$ cat src/rtl/lls_pkg.sv
`timescale 1ns / 1ps
// lls_pkg: shared widths, operation and status codes, and the scan carry
// record of the least-loaded server selector. No dependencies.
package lls_pkg;

  localparam int LLS_SLOTS       = 16;
  localparam int LLS_ID_W        = 8;
  localparam int LLS_ADDR_W      = 32;
  localparam int LLS_PORT_W      = 16;
  localparam int LLS_LOAD_W      = 16;
  localparam int LLS_HANDLE_W    = 16;
  localparam int LLS_TIME_W      = 48;
  localparam int LLS_TIMEOUT_W   = 22;
  localparam int LLS_COUNT_W     = 9;
  localparam int LLS_STATUS_W    = 3;
  localparam int LLS_OP_W        = 2;

  localparam logic [LLS_TIMEOUT_W-1:0] LLS_TIMEOUT_RESET = 22'd30000;

  // operation codes
  localparam logic [LLS_OP_W-1:0] OP_REPORT  = 2'd0;
  localparam logic [LLS_OP_W-1:0] OP_REQUEST = 2'd1;
  localparam logic [LLS_OP_W-1:0] OP_TICK    = 2'd2;
  localparam logic [LLS_OP_W-1:0] OP_NONE    = 2'd3;

  // result status codes
  localparam logic [LLS_STATUS_W-1:0] ST_ASSIGNED  = 3'd0;
  localparam logic [LLS_STATUS_W-1:0] ST_NO_SERVER = 3'd1;
  localparam logic [LLS_STATUS_W-1:0] ST_STORED    = 3'd2;
  localparam logic [LLS_STATUS_W-1:0] ST_DROPPED   = 3'd3;
  localparam logic [LLS_STATUS_W-1:0] ST_TICK      = 3'd4;

  // record that walks the slot chain, one cell per cycle
  typedef struct packed {
    logic                    active;
    logic                    hit;
    logic                    free_seen;
    logic                    best;
    logic [LLS_LOAD_W-1:0]   best_load;
    logic [LLS_ID_W-1:0]     best_id;
    logic [LLS_ADDR_W-1:0]   best_addr;
    logic [LLS_PORT_W-1:0]   best_port;
    logic [LLS_COUNT_W-1:0]  count;
  } lls_carry_t;

endpackage

$ cat src/rtl/lls_cell.sv
`timescale 1ns / 1ps
// lls_cell: one server slot of the chain; updates its entry as the carry
// record passes and hands the record on. Depends on lls_pkg.
module lls_cell import lls_pkg::*; (
  input  logic                     clk,
  input  logic                     rst_n,
  input  logic [LLS_OP_W-1:0]      op,
  input  logic [LLS_ID_W-1:0]      server_id,
  input  logic [LLS_ADDR_W-1:0]    server_address,
  input  logic [LLS_PORT_W-1:0]    server_port,
  input  logic [LLS_LOAD_W-1:0]    server_load,
  input  logic [LLS_TIME_W-1:0]    now_ms,
  input  logic [LLS_TIMEOUT_W-1:0] server_timeout,
  input  logic                     commit,
  input  lls_carry_t               carry_i,
  output lls_carry_t               carry_o
);

  logic                    valid_r, valid_nxt;
  logic                    claim_r, claim_nxt;
  logic [LLS_ID_W-1:0]     id_r, id_nxt;
  logic [LLS_ADDR_W-1:0]   addr_r, addr_nxt;
  logic [LLS_PORT_W-1:0]   port_r, port_nxt;
  logic [LLS_LOAD_W-1:0]   load_r, load_nxt;
  logic [LLS_TIME_W-1:0]   seen_r, seen_nxt;
  lls_carry_t              carry_r, carry_nxt;
  logic                    write_en;
  logic                    expired;

  // sum kept one bit wider so it never wraps
  assign expired = {1'b0, now_ms} >
                   ({1'b0, seen_r} + (LLS_TIME_W+1)'(server_timeout));

  always_comb begin
    valid_nxt = valid_r;
    claim_nxt = claim_r;
    carry_nxt = carry_i;
    write_en  = 1'b0;
    if (carry_i.active) begin
      case (op)
        OP_REPORT: begin
          // first free slot on the way remembers it may take the insert
          claim_nxt = !valid_r && !carry_i.free_seen;
          if (!valid_r) begin
            carry_nxt.free_seen = 1'b1;
          end
          if (valid_r && id_r == server_id && !carry_i.hit) begin
            carry_nxt.hit = 1'b1;
            write_en      = 1'b1;
          end
        end
        OP_REQUEST: begin
          if (valid_r && (!carry_i.best || load_r < carry_i.best_load)) begin
            carry_nxt.best      = 1'b1;
            carry_nxt.best_load = load_r;
            carry_nxt.best_id   = id_r;
            carry_nxt.best_addr = addr_r;
            carry_nxt.best_port = port_r;
          end
        end
        OP_TICK: begin
          if (valid_r && expired) begin
            valid_nxt       = 1'b0;
            carry_nxt.count = carry_i.count + LLS_COUNT_W'(1);
          end
        end
        default: ;
      endcase
    end
    if (commit && claim_r) begin
      write_en  = 1'b1;
      valid_nxt = 1'b1;
    end
  end

  always_comb begin
    id_nxt   = id_r;
    addr_nxt = addr_r;
    port_nxt = port_r;
    load_nxt = load_r;
    seen_nxt = seen_r;
    if (write_en) begin
      id_nxt   = server_id;
      addr_nxt = server_address;
      port_nxt = server_port;
      load_nxt = server_load;
      seen_nxt = now_ms;
    end
  end

  always_ff @(posedge clk) begin
    if (!rst_n) begin
      valid_r <= 1'b0;
      claim_r <= 1'b0;
      carry_r <= '0;
    end else begin
      valid_r <= valid_nxt;
      claim_r <= claim_nxt;
      carry_r <= carry_nxt;
    end
  end

  always_ff @(posedge clk) begin
    id_r   <= id_nxt;
    addr_r <= addr_nxt;
    port_r <= port_nxt;
    load_r <= load_nxt;
    seen_r <= seen_nxt;
  end

  assign carry_o = carry_r;

endmodule

$ cat config.mk
export PLATFORM = sky130hd
export DESIGN_NAME = lls_cell
export DESIGN_NICKNAME = d
export VERILOG_FILES = /design/src/rtl/lls_pkg.sv /design/src/rtl/lls_cell.sv
export SDC_FILE = /design/constraint.sdc
export NUM_CORES = 1
export LEC_CHECK = 0
export ABC_AREA = 1
export BUFFER_PORTS_ARGS = -buffer_cell sky130_fd_sc_hd__buf_2
export CORE_MARGIN = 5
export CORE_UTILIZATION = 50
export DETAILED_ROUTE_END_ITERATION = 7
export PLACE_DENSITY = 0.78
export SLEW_MARGIN = 20
export SYNTH_ARGS = -nofsm -noshare
export SYNTH_HDL_FRONTEND = slang
export SYNTH_SLANG_ARGS = --single-unit
$ cat constraint.sdc
create_clock -name clk -period 14.9 [get_ports clk]
set_input_delay 1.49 -clock clk [delete_from_list [all_inputs] [get_ports clk]]
set_output_delay 1.49 -clock clk [all_outputs]
set_load 0.01 [all_outputs]
Yosys cells after proc, flatten, opt, wreduce, memory -nomap -nowiden:

Cells that the tools add are included.

* bits in registers: 207
* latch bits: 0
* memory bits (writable): 0
* bits in read-only memories: 0
* input bits: 232
* output and inout port bits: 85
* logic and storage cells: 56
* memories: 0

* add/sub/neg operators: 2
* multiply operators: 0
* div/mod/pow operators: 0
* order comparisons: 2
* equal/unequal tests: 3
* shift-type cells: 0
* multiplexer cells: 16
* bitwise logic cells: 0
* reductions and logical operators: 17

Operators by type and width (count)
* two-way mux 73 bit: 2
* two-way mux 84 bit: 1
* adder 48 x 22 -> 49 bit: 1
* greater-than comparator 48 x 49 -> 1 bit: 1
* two-way mux 9 bit: 2
* < comparator 16 bit: 1
* two-way mux 1 bit: 10
* adder 9 x 1 -> 9 bit (second input constant): 1
* equality test 8 bit: 1
* logical AND 1 bit: 6
* nonzero test 2 bit: 3
* logical NOT 1 bit: 4
* AND reduction 3 bit: 1
* equality test 2 x 1 -> 1 bit (second input constant): 1
* equality test 2 bit (second input constant): 1
* logical NOT 2 bit: 1
* two-way mux 2 bit: 1
* AND reduction 2 bit: 1
* logical OR 1 bit: 1

Longest topological paths before layout:

* depth after elaboration: 7
* mapped depth: 29
* mapped depth without buffers: 29

Worst setup path before layout:

OpenSTA, ideal clock, no wires.

* path kind: input port to flip-flop
* start: in op[0]
* end: reg addr_r[0], enable pin
* library setup time: 765 ps
* arrival time: 10455 ps
* required time: 14135 ps
* slack: 3680 ps
* cell stages on the path: 7
* buffers on the path: 0
* path through: inv_1 -> nand2_1 -> nor2_1 -> inv_1 -> nor4_1 -> nand3_1 -> o21ai_0

* cells in the longest elaborated chain, start to end: 4

RTL lines
* start, declared: line lls_cell.sv:7 `input logic [LLS_OP_W-1:0] op,`
* logical NOT 2 bit: line lls_cell.sv:40 `case (op)`
* two-way mux 1 bit: line lls_cell.sv:40
* two-way mux 1 bit: line lls_cell.sv:39 `if (carry_i.active) begin`
* two-way mux 1 bit: line lls_cell.sv:70 `if (commit && claim_r) begin`
* net write_en: line lls_cell.sv:27 `logic write_en;`
* end signal, assigned: line lls_cell.sv:105 `addr_r <= addr_nxt;`
* end, declared: line lls_cell.sv:22 `logic [LLS_ADDR_W-1:0] addr_r, addr_nxt;`

The timed path passes the listed nets, and every way through them passes these cells.
A chain may end at the register's enable or synchronous reset.

Final worst setup path:

* start: in server_timeout[0]
* end: reg carry_r, in the netlist carry_o[1]

* cells in the longest elaborated chain, start to end: 6

RTL lines
* start, declared: line lls_cell.sv:13 `input logic [LLS_TIMEOUT_W-1:0] server_timeout,`
* adder 48 x 22 -> 49 bit: line lls_cell.sv:32 `({1'b0, seen_r} + (LLS_TIME_W+1)'(server_timeout));`
* greater-than comparator 48 x 49 -> 1 bit: line lls_cell.sv:31 `assign expired = {1'b0, now_ms} >`
* logical AND 1 bit: line lls_cell.sv:62 `if (valid_r && expired) begin`
* two-way mux 9 bit: line lls_cell.sv:62
* two-way mux 9 bit: line lls_cell.sv:40
* two-way mux 84 bit: line lls_cell.sv:39
* end signal, assigned: line lls_cell.sv:99 `carry_r <= carry_nxt;`
* end, declared: line lls_cell.sv:26 `lls_carry_t carry_r, carry_nxt;`

No other way between the ends.

==> flow_metrics.env <==
export IMPL_synth_edff_count=120
export IMPL_vias_per_cell=5.20
export IMPL_cts_clk_slew_worst_paths_ns=0.06
export IMPL_critPathArrivalTime_ns=5.37
export IMPL_r2r_cells=27
export IMPL_path_class="input port to flop"
export IMPL_yosys_warnings=0
export IMPL_cts_tree="done"
export IMPL_status="finished clean"
export IMPL_ios=317
export IMPL_drive_above_1_share_pct=27.2
export IMPL_power_density_nw_per_um2=103
export IMPL_hp_class="flop to flop"
export IMPL_critPathLaunch="server_timeout[0]"
export IMPL_fin_nets=1749
export IMPL_grt_max_degree=84
export IMPL_drv_slew=0
export IMPL_drtAntennaViolNets=0
export IMPL_max_stage_delay_ns=0.40
export IMPL_crit_cells=28
export IMPL_synth_fp_nets=1433
export IMPL_grt_pass1_wl_mm=45.6
export IMPL_wl_mm=29.1
export IMPL_crit_fanout=9
export IMPL_routedWlPerCell_um=16.8
export IMPL_drv_cap=0
export IMPL_setup_viol=0
export IMPL_drtPass1Iterations=5
export IMPL_period_minus_slack_ns=4.96
export IMPL_r2r_setup_slack_ns=10.67
export IMPL_yosys_top_cells_area="edfxtp_1 35%, dfxtp_1 17%, ha_1 10%, a21oi_1 6.2%, nand2_1 5.8%"
export IMPL_cp_endpoint="carry_o[1]"
export IMPL_synth_async_reset_ratio_pct=0
export IMPL_cts_hold_buf=0
export IMPL_cts_sinks=207
export IMPL_fmaxAchievable_ghz=0.201
export IMPL_dieArea_um2=23800
export IMPL_cts_resized=0
export IMPL_clock_skew_ns=0.0149
export IMPL_num_vias=8983
export IMPL_dpl_worst_slack_ns=9.44
export IMPL_finalHoldViolations=0
export IMPL_crit_slowest_cell="fa_1"
export IMPL_gr_total_overflow=0
export IMPL_timing_rr_end="carry_o[1]"
export IMPL_worst_pin_slew_ns=0.831
export IMPL_dieWidth_um=154
export IMPL_syn_inst=1114
export IMPL_crit_path_end_kind="flop"
export IMPL_grt_pass1_vias=8992
export IMPL_hpwl_mm=22.0
export IMPL_synthDistinctLibCells=41
export IMPL_std_cell_rows=52
export IMPL_fin_crit_sh_pct=33.3
export IMPL_die_h_um=154
export IMPL_ir_drop_v=0.0000832
export IMPL_core_um2=20400
export IMPL_leakage_nw=6.04
export IMPL_grt_usage_pct=23.5
export IMPL_yosysSeqAreaShare_pct=51.5
export IMPL_crit_required_ns=15.31
export IMPL_multi_input_area_um2=4550
export IMPL_relSlewSlack_pct=44.6
export IMPL_drc=0
export IMPL_cts_made_buffers=23
export IMPL_regArea_um2=5350
export IMPL_synth_most_common_cell="nand2_1"
export IMPL_start_kind="input port"
export IMPL_clock_path_buffers=3
export IMPL_cts_setup_buffers=0
export IMPL_crit_buf_inv=2
export IMPL_layout_setup_ws_ns=9.94
export IMPL_yosys_area_top_type="edfxtp_1"
export IMPL_r2r_start="seen_r[0]"
export IMPL_synth_top_area_share_pct=34.7
export IMPL_cts_max_level=1
export IMPL_timing_setup_tns_ns=0
export IMPL_initial_utilization_pct=51.0
export IMPL_ys_flop_type="edfxtp_1"
export IMPL_clk_latency_ns=0.52
export IMPL_syn_area_um2=10400
export IMPL_antenna_found_initial=11
export IMPL_ys_ff_latch=207
export IMPL_io_buffers=316
export IMPL_cts_root_buffer="clkbuf_16"
export IMPL_drt_first_iter_violations=635
export IMPL_synth_area_per_cell_um2=9.32
export IMPL_crit_family="simple AND/OR/NAND/NOR gates"
export IMPL_area_growth_syn_to_layout_pct=25.5
export IMPL_rsz0062_at_grt="false"
export IMPL_synthTopCellsByCount="160 x nand2_1, 137 x nor2_1, 128 x a21oi_1, 120 x edfxtp_1, 102 x inv_1"
export IMPL_fill_cells=1671
export IMPL_place_congestion=0.928
## metal layers
layer / global-route usage [%] / vias up / wire, µm
li1: - / 4447 / -
met1: 27.7 / 4091 / 11100
met2: 42.0 / 371 / 14600
met3: 4.97 / 70 / 2240
met4: 9.13 / 4 / 1060
met5: 0 / - / 32
## registers in the layout, summed over array words and instances (netlist names)
signal / cells
valid_r: 1
load_r: 16
claim_r: 1
port_r: 16
addr_r: 32
carry_o: 85
seen_r: 48
id_r: 8
## layout make-up
cell class              instances  share of cell area (%)
flip-flops and latches        207                    41.0
multi-input cells             772                    34.9
repair buffers                322                    12.5
clock buffers                  37                    5.53
inverters                     104                    3.00
well taps                     270                    2.59
clock inverters                 5                   0.307
diodes                          9                   0.173
## worst register-to-register path, cell delays in order, from the launching register on
cell and delay, ns:
edfxtp_1 0.32, ha_1 0.17, inv_1 0.07, fa_1 0.40, nand3b_1 0.19, nand2_2 0.11, nand2_2 0.05, nand2_2 0.09
nand2_2 0.06, nand2_2 0.12, nand3_2 0.11, nand2_4 0.12, nand2_4 0.07, nor3_4 0.19, nand2_1 0.10, xor2_1 0.15
ha_1 0.30, nand2_1 0.08, nor2_1 0.11, nand2_1 0.07, nor3_1 0.32, nand3_1 0.15, nor3_1 0.30, nand2_4 0.15
nand3_2 0.15, nand2_1 0.06, nand2_1 0.05, nor2_1 0.05
## where the power goes
part           leakage [nW]  internal [mW]  switching (mW)  total [mW]
clock                 0.378          0.333           0.227       0.559
sequential             1.81          0.622         0.00517       0.627
combinational          3.85         0.0687          0.0921       0.161
total                  6.04           1.02           0.324        1.35
## cell families (layout without fill, tap and decap cells)
family | count (synthesis) | in the layout | share of synthesized area, %
buf+inv | 135 | 468 | 4.94
other cells | 0 | 9 | 0
flops | 207 | 207 | 51.5
xor+xnor | 51 | 51 | 4.30
fa+ha+maj | 87 | 87 | 10.6
compound gates | 238 | 238 | 12.0
simple gates | 396 | 396 | 16.8
## stage by stage
step | util [%] | instances | instance area [µm²] | power [mW] | hold slack, ns
floorplan | - | 1114 | 10400 | 0.729 | 0.444
CTS | 63.9 | 1717 | 13000 | 1.36 | 0.473
finish | 64.0 | 1726 | 13000 | 1.35 | 0.474
global placement | 60.1 | 1675 | 12200 | 0.794 | 0.456
detailed placement | 60.1 | 1675 | 12200 | 0.799 | 0.464
global route | 64.0 | 1725 | 13000 | 1.41 | 0.522
## cells in the final DEF, fill, tap and decap left out, drive strengths merged, types with 2 or more instances in the layout
cell,n
ha,86
clkinv,4
a21o,6
nand3,29
a21oi,131
edfxtp,120
nor3,19
clkbuf,37
nand2,177
diode,9
nor2,141
buf,322
o21ai,90
xnor2,17
nand4,20
o21a,2
xor2,34
dfxtp,87
o21bai,2
a31oi,3
nor4,5
inv,105
## worst min-delay path by stage
stage,cells after the start,end,startpoint
floorplan,2,claim_r,claim_r
global placement,2,claim_r,claim_r
detailed placement,2,claim_r,claim_r
CTS,2,claim_r,claim_r
global route,2,carry_o[17],port_r[8]
finish,2,claim_r,claim_r
(Power assumes the default switching activity.)
